$ cat config.mk
export PLATFORM = sky130hd
export DESIGN_NAME = uvs_sine
export DESIGN_NICKNAME = d
export VERILOG_FILES = /design/src/uvs_pkg.sv /design/src/uvs_sine.sv
export SDC_FILE = /design/constraint.sdc
export NUM_CORES = 2
export LEC_CHECK = 0
export BUFFER_PORTS_ARGS = -buffer_cell sky130_fd_sc_hd__buf_2
export CORE_MARGIN = 5
export CORE_UTILIZATION = 40
export DETAILED_ROUTE_END_ITERATION = 10
export PLACE_DENSITY = 0.66
export SLEW_MARGIN = 20
export SYNTH_ARGS = -nofsm -noshare
export SYNTH_HDL_FRONTEND = slang
export SYNTH_SLANG_ARGS = --single-unit
export TNS_END_PERCENT = 50
$ cat constraint.sdc
create_clock -name clk -period 16.9 [get_ports clk]
set_clock_uncertainty 0.05 [all_clocks]
set_input_delay 0 -clock clk [delete_from_list [all_inputs] [get_ports clk]]
set_output_delay 0 -clock clk [all_outputs]
set_load 0.005 [all_outputs]
$ cat src/uvs_pkg.sv
// ----------------------------------------------------------------------------
// uvs_pkg: shared types, constants and functions of the UV sphere tessellator
// Divider geometry, sine coefficients, register map, per-vertex schedule.
// ----------------------------------------------------------------------------
package uvs_pkg;

	localparam int MAX_DIVISIONS_DEF = 1024;

	// Divider chain geometry: numerator, quotient and divisor widths
	localparam int DIV_NW = 27;
	localparam int DIV_QW = 17;
	localparam int DIV_DW = 12;

	localparam int SINE_LAT = 4;

	localparam logic [15:0] SIN_A = 16'd25736;
	localparam logic [15:0] SIN_B = 16'd10512;
	localparam logic [15:0] SIN_C = 16'd1160;

	localparam logic [1:0] REG_RADIUS = 2'd0;
	localparam logic [1:0] REG_SLICES = 2'd1;
	localparam logic [1:0] REG_STACKS = 2'd2;

	typedef enum logic [1:0] {
		KIND_TOP,
		KIND_BOT,
		KIND_MID
	} cell_kind_t;

	typedef struct packed {
		logic da;
		logic db;
		logic pole;
		logic last;
	} vtx_info_t;

	// Grid offset, pole flag and last flag of vertex idx of a cell
	function automatic vtx_info_t vtx_info(cell_kind_t kind, logic [2:0] idx);
		vtx_info_t v;
		v = '0;
		unique case (kind)
			KIND_TOP: begin
				case (idx)
					3'd0: v = '{da: 1'b0, db: 1'b0, pole: 1'b1, last: 1'b0};
					3'd1: v = '{da: 1'b1, db: 1'b1, pole: 1'b0, last: 1'b0};
					default: v = '{da: 1'b1, db: 1'b0, pole: 1'b0, last: 1'b1};
				endcase
			end
			KIND_BOT: begin
				case (idx)
					3'd0: v = '{da: 1'b0, db: 1'b0, pole: 1'b0, last: 1'b0};
					3'd1: v = '{da: 1'b0, db: 1'b1, pole: 1'b0, last: 1'b0};
					default: v = '{da: 1'b1, db: 1'b0, pole: 1'b1, last: 1'b1};
				endcase
			end
			KIND_MID: begin
				case (idx)
					3'd0: v = '{da: 1'b0, db: 1'b0, pole: 1'b0, last: 1'b0};
					3'd1: v = '{da: 1'b0, db: 1'b1, pole: 1'b0, last: 1'b0};
					3'd2: v = '{da: 1'b1, db: 1'b0, pole: 1'b0, last: 1'b0};
					3'd3: v = '{da: 1'b0, db: 1'b1, pole: 1'b0, last: 1'b0};
					3'd4: v = '{da: 1'b1, db: 1'b1, pole: 1'b0, last: 1'b0};
					default: v = '{da: 1'b1, db: 1'b0, pole: 1'b0, last: 1'b1};
				endcase
			end
			default: v = '{da: 1'b1, db: 1'b0, pole: 1'b0, last: 1'b1};
		endcase
		return v;
	endfunction

	// Drop 14 fraction bits, rounding half away from zero
	function automatic logic signed [17:0] rmul14(logic signed [32:0] p);
		logic        neg;
		logic [32:0] m;
		logic [32:0] r;
		neg = p[32];
		m = neg ? 33'(-p) : 33'(p);
		r = (m + 33'd8192) >> 14;
		return neg ? -$signed(r[17:0]) : $signed(r[17:0]);
	endfunction

endpackage

$ cat src/uvs_sine.sv
// ----------------------------------------------------------------------------
// uvs_sine: pipelined fixed-point sine of a 16-bit phase
// Quarter-wave polynomial, one multiply per stage, four stages.
// ----------------------------------------------------------------------------
module uvs_sine (
	input  logic               clk,
	input  logic [15:0]        phase,
	output logic signed [15:0] sine
);
	import uvs_pkg::*;

	logic [14:0] u;
	logic [29:0] uu;
	logic [31:0] p2;
	logic [31:0] p3;
	logic [31:0] p4;
	logic [15:0] m;

	logic [14:0] u_s1, u_s2, u_s3;
	logic [14:0] u2_s1, u2_s2;
	logic        neg_s1, neg_s2, neg_s3;
	logic [15:0] k1_s2;
	logic [15:0] k2_s3;
	logic signed [15:0] y_s4;

	// Mirror odd quarters, negate the lower half wave
	assign u  = phase[14] ? 15'(15'd16384 - {1'b0, phase[13:0]}) : {1'b0, phase[13:0]};
	assign uu = u * u;
	assign p2 = {17'b0, u2_s1} * {16'b0, SIN_C};
	assign p3 = {17'b0, u2_s2} * {16'b0, k1_s2};
	assign p4 = {17'b0, u_s3} * {16'b0, k2_s3};
	assign m  = p4[29:14];

	always_ff @(posedge clk) begin
		u_s1   <= u;
		u2_s1  <= uu[28:14];
		neg_s1 <= phase[15];

		u_s2   <= u_s1;
		u2_s2  <= u2_s1;
		neg_s2 <= neg_s1;
		k1_s2  <= SIN_B - p2[29:14];

		u_s3   <= u_s2;
		neg_s3 <= neg_s2;
		k2_s3  <= SIN_A - p3[29:14];

		y_s4   <= neg_s3 ? -$signed(m) : $signed(m);
	end

	assign sine = y_s4;
endmodule

==> results.md <==
- The largest single stage delay on the critical path is 0.77 ns.
- The floorplan has 92 rows.
- The cell that appears most often on the critical path is fa_1.
- For the pin with the worst max-slew slack, the measured transition is 0.984 ns.
- The finished layout holds 3614 standard cells, fillers aside.
- The post-synthesis xor/xnor area fraction is 3.76%.
- The number of nets in the layout is 3566.
- CTS placed an instance of clkbuf_16 at the clock tree root.
- The fmax is 113 MHz.
- The library cell contributing the largest single delay on the critical path is xor2_1.
- The detailed router placed 17.5k vias in this run.
- The final critical path takes up 52.4% of the cycle.
- The pin count of the biggest net entering global routing is 22.
- The overall routing resource usage is 16.3%.
- At the end of routability-driven placement, the weighted congestion stood at 0.844.
- The DRC violations left is 0.
- The top-level port count is 33.
- After synthesis, the largest family of logic cells by area is adder cells.
- The synthesized netlist devotes 6.14% of its cell area to compound gates.
- After the first detailed-routing iteration, the DRC count stood at 809.
- The highest fanout seen on the critical path is 11.
- The fraction of layout cells with a size suffix above 1 is 3.40%.
- In this run the worst hold path is classified as primary input to register.
- The hold violation count in the final report is 0.
- The synthesized instance count is 2757.
- In the synthesized netlist, mux cells make up 0.159% of the area.
- Adding up every negative setup slack in the final design gives 0 ns.
- The worst slew margin relative to its limit is 34.2%.
- The number of vias per cell is 4.85.
- The type of destination of the critical path is a register.
- TritonCTS built the clock tree.
- The clock drives 124 sinks.
- The number of buffers between clock root and the deepest sink is 2.
- The class of the most critical setup path is primary input to register.
- The number of warnings reported in the yosys synthesis log is 0.
- The number of global-route vias before repair is 18.7k.
- In the post-route analysis, the smallest setup slack over all paths is 8.04 ns.
- The later pin in the worst-skew pair is clocked with a latency of 0.45 ns.
- The width of the chip is 261 um.
- After filler insertion, the fill cell instance count of the layout stands at 6087.
- The average wire length per cell after detail routing is 14.4 um.
- The detail route stage leaves a number of antenna-violating nets equal to 0.
- The required time of the worst setup path is 17.18 ns.
- The initial antenna violation count was 1.
- The total detailed-routing wirelength is 52.1 mm.
- Counting flops and latches in the post-synthesis netlist gives 124.
- The overall die height is 261 um.
- The total of buffers placed on input and output ports is 32.
- The data arrival time at the worst-slack endpoint is 9.14 ns.
- The H-tree level count is 4.
- Setup violations remaining at the end of the flow were counted as 0.
- The sequential cell area fraction in the yosys report is 9.86%.
- Detailed placement ended at an HPWL of 42.8 mm.
- The max-cap violation count is 0.
- The instance count after placement with tap cells included is 3572.
- The die covers 68100 um^2.
- The number of detailed-route iterations in the first pass is 5.
- Clock-pin slew was measured on the worst setup and hold paths at 0.07 ns.
- The cell family contributing the most delay on the critical path is adder cells.
- The area of the placeable core is 62700 um^2.
- The fraction of registers with async set or reset after synthesis is 0%.
- The adder-cell share of the synthesized area is 53.7%.
- The mean instance size in the synthesized netlist is 9.13 um^2.
- The first global-routing pass estimated 91.0 mm of wire.
- For this run, the leading register cell type out of synthesis is dfxtp_1.
- Summed over all layers, the global routing overflow is 0.
- The synthesis-to-finish area growth is 6.56%.
- The number of library cell types mapped by synthesis is 73.
- Counting flops with a built-in enable in the synthesized netlist gives 0.
- Setup repair after global routing left no endpoint under its margin.
- Buffers added to address setup during post-CTS repair amount to 0.
- The post-layout minimum cycle time is 8.86 ns.
- The quantity of gates resized following cts is 0.
- The run finished with clean final reports.
- The count of buffer and inverter cells on the critical path is 8.
- The total clock buffers created by CTS is 17.
- The max-slew violation count was 0.
- STA classifies the critical path startpoint as a primary input.
- The mapped cell area is 25200 um^2.
- The starting density of the core is 40.1%.
- The setup slack at placement is 8.21 ns.
- The synthesized-area fraction occupied by and/or/nand/nor cells is 15.6%.
## state kept, by name, indices dropped and copies added, names as in the netlist
name / count
neg_s3: 1
k2_s3: 16
u_s1: 15
neg_s1: 1
u2_s1: 15
u_s3: 15
k1_s2: 14
u2_s2: 15
sine: 16
u_s2: 15
neg_s2: 1
## what timing repair did
item,in CTS,in global routing
endpoints found under the hold margin,8,0
endpoints found under the setup margin,0,0
hold buffers,9,0
## path summary, 6_finish.rpt
| path | startpoint | to | slack (ns) | cells after the start |
|---|---|---|---|---|
| worst min-delay path | phase[11] | u_s1[11]$_DFF_P_ | 0.04 | 3 |
| worst min register to register | u_s1[1]$_DFF_P_ | u_s2[1]$_DFF_P_ | 0.28 | 0 |
| worst max-delay path | phase[0] | u2_s1[14]$_DFF_P_ | 8.04 | 30 |
| worst max register to register | k2_s3[5]$_DFF_P_ | sine[11]$_DFF_P_ | 9.70 | 20 |
## synth_stat cells, types with 11 or more instances
master	number	share of area, %
a21o_1	26	0.78
nor2b_1	16	0.40
clkbuf_1	72	1.1
o21a_1	15	0.45
nand2b_1	11	0.27
and3_1	15	0.37
fa_1	477	38
nand3_1	21	0.42
inv_1	634	9.5
a21oi_1	57	1.1
nand2_1	323	4.8
a31oi_1	13	0.32
dfxtp_1	124	9.9
and2_1	252	6.3
xnor2_1	67	2.3
o21ai_0	28	0.56
nand4_1	12	0.30
nor2_1	79	1.2
ha_1	318	16
nor3_1	17	0.34
xor2_1	41	1.4
## worst register-to-register path: stages (launching register included)
cell and delay (ns):
dfxtp_1 0.76, nand2_1 0.18, fa_1 0.57, inv_1 0.05
fa_1 0.47, fa_1 0.52, fa_1 0.52, fa_1 0.54
inv_1 0.07, fa_1 0.53, inv_1 0.04, ha_1 0.38
a21o_1 0.22, and2_1 0.17, or3_1 0.36, a31oi_1 0.21
xor2_1 0.28, or4b_1 0.53, o31a_1 0.32, o22ai_1 0.20
xor2_1 0.17
## kinds of logic after synthesis
group,after synthesis
multiplexers,4
AO/OA/AOI/OAI,221
buffers and inverters,715
flip-flops,124
other,2
adder cells (fa/ha/maj),795
XOR/XNOR,108
AND/OR/NAND/NOR,788
## per-layer routing
| layer | GRT usage, % | vias up | part of all wire (%) |
|---|---|---|---|
| li1 | - | 8381 | - |
| met1 | 22.0 | 8743 | 45 |
| met2 | 27.6 | 332 | 49 |
| met3 | 2.84 | 57 | 4.9 |
| met4 | 3.40 | 0 | 1.3 |
| met5 | 0 | - | 0 |
## layout by cell type (no fill, tap or decap), types with 13 or more instances in the layout
| cell | netlist | final |
|---|---|---|
| and3_1 | 15 | 15 |
| nor2_1 | 79 | 79 |
| ha_1 | 318 | 318 |
| o21a_1 | 15 | 15 |
| buf_2 | 0 | 32 |
| a31oi_1 | 13 | 13 |
| nand3_1 | 21 | 21 |
| inv_1 | 634 | 634 |
| a21oi_1 | 57 | 57 |
| o21ai_0 | 28 | 28 |
| and2_1 | 252 | 252 |
| fa_1 | 477 | 477 |
| dfxtp_1 | 124 | 124 |
| xor2_1 | 41 | 41 |
| nor2b_1 | 16 | 16 |
| clkbuf_16 | 0 | 17 |
| xnor2_1 | 67 | 67 |
| a21o_1 | 26 | 26 |
| nor3_1 | 17 | 17 |
| nand2_1 | 323 | 323 |
## layout make-up
| class | count | area, um^2 | share of cell area [%] |
|---|---|---|---|
| Antenna cell | 1 | 2.50 | 0.00933 |
| Clock buffer | 19 | 443 | 1.65 |
| Clock inverter | 13 | 118 | 0.438 |
| Inverter | 640 | 2410 | 8.97 |
| Multi-Input combinational cell | 1926 | 20000 | 74.7 |
| Sequential cell | 124 | 2480 | 9.25 |
| Tap cell | 846 | 1060 | 3.95 |
| Timing Repair Buffer | 45 | 280 | 1.04 |
## stage by stage
step                hold WS, ns  cell area (um^2)  utilization, %
finish                   0.0383             26800            42.8
global route             0.0523             26800            42.8
CTS                     0.00580             26800            42.8
detailed placement       0.0593             26200            41.7
global placement         0.0560             26200            41.7
floorplan               -0.0223             25200               -
Power is not shown: default switching activity piles up to over one toggle a cycle in this logic, so the estimate is an artifact.
