$ cat src/uvs_pkg.sv
// ----------------------------------------------------------------------------
// uvs_pkg: shared types, constants and functions of the UV sphere tessellator
// Divider geometry, sine coefficients, register map, per-vertex schedule.
// ----------------------------------------------------------------------------
package uvs_pkg;

	localparam int MAX_DIVISIONS_DEF = 1024;

	// Divider chain geometry: numerator, quotient and divisor widths
	localparam int DIV_NW = 27;
	localparam int DIV_QW = 17;
	localparam int DIV_DW = 12;

	localparam int SINE_LAT = 4;

	localparam logic [15:0] SIN_A = 16'd25736;
	localparam logic [15:0] SIN_B = 16'd10512;
	localparam logic [15:0] SIN_C = 16'd1160;

	localparam logic [1:0] REG_RADIUS = 2'd0;
	localparam logic [1:0] REG_SLICES = 2'd1;
	localparam logic [1:0] REG_STACKS = 2'd2;

	typedef enum logic [1:0] {
		KIND_TOP,
		KIND_BOT,
		KIND_MID
	} cell_kind_t;

	typedef struct packed {
		logic da;
		logic db;
		logic pole;
		logic last;
	} vtx_info_t;

	// Grid offset, pole flag and last flag of vertex idx of a cell
	function automatic vtx_info_t vtx_info(cell_kind_t kind, logic [2:0] idx);
		vtx_info_t v;
		v = '0;
		unique case (kind)
			KIND_TOP: begin
				case (idx)
					3'd0: v = '{da: 1'b0, db: 1'b0, pole: 1'b1, last: 1'b0};
					3'd1: v = '{da: 1'b1, db: 1'b1, pole: 1'b0, last: 1'b0};
					default: v = '{da: 1'b1, db: 1'b0, pole: 1'b0, last: 1'b1};
				endcase
			end
			KIND_BOT: begin
				case (idx)
					3'd0: v = '{da: 1'b0, db: 1'b0, pole: 1'b0, last: 1'b0};
					3'd1: v = '{da: 1'b0, db: 1'b1, pole: 1'b0, last: 1'b0};
					default: v = '{da: 1'b1, db: 1'b0, pole: 1'b1, last: 1'b1};
				endcase
			end
			KIND_MID: begin
				case (idx)
					3'd0: v = '{da: 1'b0, db: 1'b0, pole: 1'b0, last: 1'b0};
					3'd1: v = '{da: 1'b0, db: 1'b1, pole: 1'b0, last: 1'b0};
					3'd2: v = '{da: 1'b1, db: 1'b0, pole: 1'b0, last: 1'b0};
					3'd3: v = '{da: 1'b0, db: 1'b1, pole: 1'b0, last: 1'b0};
					3'd4: v = '{da: 1'b1, db: 1'b1, pole: 1'b0, last: 1'b0};
					default: v = '{da: 1'b1, db: 1'b0, pole: 1'b0, last: 1'b1};
				endcase
			end
			default: v = '{da: 1'b1, db: 1'b0, pole: 1'b0, last: 1'b1};
		endcase
		return v;
	endfunction

	// Drop 14 fraction bits, rounding half away from zero
	function automatic logic signed [17:0] rmul14(logic signed [32:0] p);
		logic        neg;
		logic [32:0] m;
		logic [32:0] r;
		neg = p[32];
		m = neg ? 33'(-p) : 33'(p);
		r = (m + 33'd8192) >> 14;
		return neg ? -$signed(r[17:0]) : $signed(r[17:0]);
	endfunction

endpackage

$ cat src/uvs_div_cell.sv
// ----------------------------------------------------------------------------
// uvs_div_cell: one restoring division step
// Shift in one numerator bit, subtract the divisor where it fits, register.
// ----------------------------------------------------------------------------
module uvs_div_cell #(
	parameter int QW = uvs_pkg::DIV_QW,
	parameter int DW = uvs_pkg::DIV_DW
) (
	input  logic          clk,
	input  logic [DW-1:0] divisor,
	input  logic [DW-1:0] rem_in,
	input  logic [QW-1:0] num_in,
	input  logic [QW-1:0] quo_in,
	output logic [DW-1:0] rem_out,
	output logic [QW-1:0] num_out,
	output logic [QW-1:0] quo_out
);
	logic [DW:0]   trial;
	logic          fit;
	logic [DW:0]   diff;
	logic [DW-1:0] rem_q;
	logic [QW-1:0] num_q;
	logic [QW-1:0] quo_q;

	assign trial = {rem_in, num_in[QW-1]};
	assign fit   = trial >= {1'b0, divisor};
	assign diff  = trial - {1'b0, divisor};

	always_ff @(posedge clk) begin
		rem_q <= fit ? diff[DW-1:0] : trial[DW-1:0];
		num_q <= {num_in[QW-2:0], 1'b0};
		quo_q <= {quo_in[QW-2:0], fit};
	end

	assign rem_out = rem_q;
	assign num_out = num_q;
	assign quo_out = quo_q;
endmodule

$ cat src/uvs_div_chain.sv
// ----------------------------------------------------------------------------
// uvs_div_chain: row of division cells, one quotient bit per cell
// Takes a new numerator every cycle; each cell registers its partial result.
// ----------------------------------------------------------------------------
module uvs_div_chain #(
	parameter int NW = uvs_pkg::DIV_NW,
	parameter int QW = uvs_pkg::DIV_QW,
	parameter int DW = uvs_pkg::DIV_DW
) (
	input  logic          clk,
	input  logic [NW-1:0] numer,
	input  logic [DW-1:0] divisor,
	output logic [QW-1:0] quotient
);
	logic [DW-1:0] rem_w [0:QW];
	logic [QW-1:0] num_w [0:QW];
	logic [QW-1:0] quo_w [0:QW];

	// Quotient fits QW bits, so the upper numerator bits sit below the divisor
	assign rem_w[0] = DW'(numer[NW-1:QW]);
	assign num_w[0] = numer[QW-1:0];
	assign quo_w[0] = '0;

	for (genvar k = 0; k < QW; k++) begin : g_cell
		uvs_div_cell #(
			.QW(QW),
			.DW(DW)
		) u_cell (
			.clk    (clk),
			.divisor(divisor),
			.rem_in (rem_w[k]),
			.num_in (num_w[k]),
			.quo_in (quo_w[k]),
			.rem_out(rem_w[k+1]),
			.num_out(num_w[k+1]),
			.quo_out(quo_w[k+1])
		);
	end

	assign quotient = quo_w[QW];
endmodule

$ cat config.mk
export PLATFORM = sky130hd
export DESIGN_NAME = uvs_div_chain
export DESIGN_NICKNAME = d
export VERILOG_FILES = /design/src/uvs_pkg.sv /design/src/uvs_div_cell.sv /design/src/uvs_div_chain.sv
export SDC_FILE = /design/constraint.sdc
export NUM_CORES = 1
export LEC_CHECK = 0
export ABC_AREA = 1
export BUFFER_PORTS_ARGS = -buffer_cell sky130_fd_sc_hd__buf_2
export CORE_MARGIN = 2
export CORE_UTILIZATION = 25
export DETAILED_ROUTE_END_ITERATION = 6
export PLACE_DENSITY_LB_ADDON = 0.1
export SYNTH_ARGS = -nofsm -noshare
export SYNTH_HDL_FRONTEND = slang
export SYNTH_SLANG_ARGS = --single-unit
export TNS_END_PERCENT = 100
$ cat constraint.sdc
create_clock -name clk -period 1.6 [get_ports clk]
set_input_delay 0 -clock clk [delete_from_list [all_inputs] [get_ports clk]]
set_output_delay 0 -clock clk [all_outputs]
set_load 0.05 [all_outputs]
==> summary.md <==
| Metric | Value |
|---|---|
| Top delay family on crit path | simple AND/OR/NAND/NOR gates |
| Most frequent cell after synthesis | sky130_fd_sc_hd__nand2_1 |
| Cell area reported after detailed placement | approximately 0.033 sq mm |
| CP arrival | around 2.2 ns |
| Status | complete, but fails checks |
| Standard-cell rows | around 120 |
| First-pass GRT wire length | 126000 microns |
| Failing checks | negative hold slack, negative setup slack |
| Cell chain of the critical path | ha_4 > nand2_4 > inv_2 > nand2_2 > nand2_2 > a21oi_4 > nand3_4 > clkbuf_16 > nand3_1 > nand2_1 |
| Most frequent cell on the critical path | sky130_fd_sc_hd__nand2_2 |
| Sequential element share of the synthesized area | around 39% |
| Overall via count from detail_route | 24.0k |
| Die H | between 300 and 400 microns |
| Number of levels the H-tree was split into | 2 |
| Worst path required time | approximately 2.1 ns |
| Critical path start-end classification | register to register |
| Ys Warns | 0 |
| Final total negative setup slack | -2.64 ns |
| Routed len/inst | around 15 microns |
| Flops & latches, synth | approximately 480 |
| Metal3 WL | roughly 2100 microns |
| Number of clock sinks seen by CTS | 481 |
| Flip-flop cell with the highest count after synthesis | sky130_fd_sc_hd__dfxtp_1 |
| Maximum cell stage delay along the critical path | about 0.36 ns |
| Standard cell core area | around 0.099 sq mm |
| Unrepaired setup endpoints after global routing | yes |
| Final slew viol count | 0 |
| Post-Syn Instances | between 3k and 4k |
| Endpoints failing hold | 1 |
| Post-layout min period | 1.68 ns |
| Die outline area | around 0.1 sq mm |
| Sequential cell area | 0.00992 sq mm |
| Leakage power | slightly above 20 nW |
| Clock buffer depth | 3 |
| Normalized max-slew margin | about two thirds |
| Routed length on met1 | roughly 40000 microns |
| Footprint of the multi-input gates | 0.0182 sq mm |
| CTS tree | built |
| Residual DRC | 0 |
| Design Power | ~93 mW |
| Starting density of the core | 25.3% |
| Via count of the first global-routing pass | 23.6k |
| HPWL Detailed | 58400 microns |
| Mapped Nets | between 3k and 4k |
| Critical-path top delay cell | sky130_fd_sc_hd__dfxtp_4 |
| Num CTS Buffers | 56 |
| Achievable Freq | 0.597 GHz |
| Async set-reset flop share out of synthesis | 0% |
| Max Cap Viol | 0 |
| Post-Route WL | 82800 microns |
| Pwr per Cell Area | 2170 mW/mm^2 |
| Final hold slack | -0.288 ns |
| Cell taking the most area after synthesis | sky130_fd_sc_hd__dfxtp_1 |
| Nets | 4630 |
| IR Drop Worst-Case VDD | between 1 and 1.5 mV |
| Mean instance size in the synthesized netlist | ~7.5 sq um |
| Cell area after technology mapping | approximately 0.025 sq mm |
| Per-cell via count in the routed design | between 4 and 5 |
| Highest routing layer actually used | met5 |
| DRT Pass-1 Iters | 5 |
| Remaining Overflow, GRT | 0 |
| Post-route ant nets | 0 |
| Met2 WL | between 30000 and 40000 microns |
| Maximum fanout encountered on the critical timing path | 5 |
| Number of antenna violations at the first check in global routing | 2 |
| All-Layer GR Usage | between 10% and 20% |
| Fillcell total | slightly below 10k |
| Proportion of layout cells with a drive suffix above 1 | between 50% and 60% |
| Worst-Margin Slew | 0.494 ns |
| Count of flip-flops with a built-in enable after synthesis | 0 |
| Final period utilization | 105% |
| Horizontal die dimension | roughly 320 microns |
| Crit path capture type | register |
| Final weighted congestion in routability-driven placement | between 0.8 and 0.9 |
| Starting DRC count in detailed routing | between 800 and 900 |
| Clock edge transition at the registers on the reported setup and hold paths | ~0.06 ns |
| Element type at the critical path start | register |
| Fraction of post-synthesis cell area in the top cell type by area | 38.7% |
| Buffers on Ports | 56 |
| Layout Cell Area excl Fill | ~0.043 sq mm |
| Largest net degree at the start of global routing | 21 |
| Final critical-path setup slack | -0.0752 ns |
| Number of top-level design ports | between 50 and 60 |
| Count of final setup violators | 90 |
| Dominant cells by area after synthesis | sky130_fd_sc_hd__dfxtp_1 39%, sky130_fd_sc_hd__nand2_1 16%, sky130_fd_sc_hd__ha_1 10% |
| Most frequent cells after synthesis | 1048 x sky130_fd_sc_hd__nand2_1, 549 x sky130_fd_sc_hd__inv_1, 481 x sky130_fd_sc_hd__dfxtp_1, 209 x sky130_fd_sc_hd__nand3_1, 203 x sky130_fd_sc_hd__ha_1 |
| Clk_lat worst skew | ~0.64 ns |
| Number of diodes added for antenna fixing | 0 |
| Library cells used by synthesis | 35 |
| Hold_buf cts | 44 |
| Class of the tightest hold or removal check | primary input to register |
| Buffer type at the clock tree root | sky130_fd_sc_hd__clkbuf_16 |
| Area growth from synthesis to layout | 71.2% |
| Clock skew | 0.0255 ns |
| Crit path buf inv count | 2 |
==> cell type report <==
| class | count | share of cell area (%) |
|---|---|---|
| inverter | 552 | 4.99 |
| timing repair buffer | 1027 | 20.3 |
| clock inverter | 31 | 1.27 |
| multi-input combinational | 2253 | 42.7 |
| clock buffer | 70 | 3.65 |
| tap | 1287 | 3.78 |
| sequential | 481 | 23.3 |
==> where the power goes <==
group / switching (mW) / internal [mW]
clock network: 5.37 / 9.12
logic: 28.5 / 29.5
registers: 3.10 / 17.0
total: 37.0 / 55.6
==> kinds of logic (layout without fill, tap and decap cells) <==
family / after synthesis / count (layout) / synth area share [%]
simple gates: 1750 / 1762 / 32.2
compound gates: 187 / 187 / 4.76
xor+xnor: 85 / 85 / 2.99
fa+ha+maj: 219 / 219 / 11.5
buf+inv: 586 / 1680 / 9.88
flops: 481 / 481 / 38.7
==> per-layer routing <==
layer  vias to the layer above  GRT usage (%)
met4                         2           4.35
met2                       228           26.4
met3                       100           2.08
met5                         -              0
met1                     11000           20.5
li1                      12700              -
==> sequential cells by signal, summed over array words and instances, names as in the netlist <==
register,count
g_cell.u_cell.num_out,136
g_cell.u_cell.rem_out,192
g_cell.u_cell.quo_out,153
==> path summary, 6_finish.rpt <==
check	endpoint	from	cells past startpoint	slack (ns)
max	g_cell[9].u_cell.rem_out[11]	g_cell[8].u_cell.rem_out[7]	10	-0.08
min	g_cell[0].u_cell.rem_out[0]	numer[16]	3	-0.29
max reg2reg	g_cell[9].u_cell.rem_out[11]	g_cell[8].u_cell.rem_out[7]	10	-0.08
min reg2reg	g_cell[7].u_cell.quo_out[6]	g_cell[6].u_cell.quo_out[5]	0	0.32
==> layout by cell type, fill, tap and decap left out, types with 65 or more instances in the layout <==
cell type                   instances
sky130_fd_sc_hd__buf_4            827
sky130_fd_sc_hd__clkbuf_16         75
sky130_fd_sc_hd__dfxtp_1          325
sky130_fd_sc_hd__dfxtp_2          117
sky130_fd_sc_hd__ha_4             174
sky130_fd_sc_hd__inv_1            470
sky130_fd_sc_hd__inv_2             65
sky130_fd_sc_hd__nand2_1          696
sky130_fd_sc_hd__nand2_2          287
sky130_fd_sc_hd__nand2_4           99
sky130_fd_sc_hd__nand3_1          122
sky130_fd_sc_hd__nand3_2          105
sky130_fd_sc_hd__nand4_1          139
sky130_fd_sc_hd__nor2_1           100
==> stage by stage <==
step                util [%]  instances  setup slack (ns)
floorplan                  -       3308           -0.0396
global placement        33.1       5402            -0.444
detailed placement      33.1       5402            -0.391
CTS                     39.2       5607           -0.0548
global route            43.2       5701            -0.176
finish                  43.2       5701           -0.0752
==> worst register-to-register path: stages (launching register included) <==
cell,delay [ns]
sky130_fd_sc_hd__dfxtp_4,0.36
sky130_fd_sc_hd__ha_4,0.27
sky130_fd_sc_hd__nand2_4,0.10
sky130_fd_sc_hd__inv_2,0.04
sky130_fd_sc_hd__nand2_2,0.05
sky130_fd_sc_hd__nand2_2,0.08
sky130_fd_sc_hd__a21oi_4,0.19
sky130_fd_sc_hd__nand3_4,0.16
sky130_fd_sc_hd__clkbuf_16,0.20
sky130_fd_sc_hd__nand3_1,0.08
sky130_fd_sc_hd__nand2_1,0.06
==> repair_timing <==
item	in CTS	in global routing
gates resized for setup	535	842
hold endpoints to repair	28	1
endpoints found under the setup margin	185	200
pin swaps	120	309
setup buffers	46	77
cloned	14	23
Power figures use the tool's default switching activity.
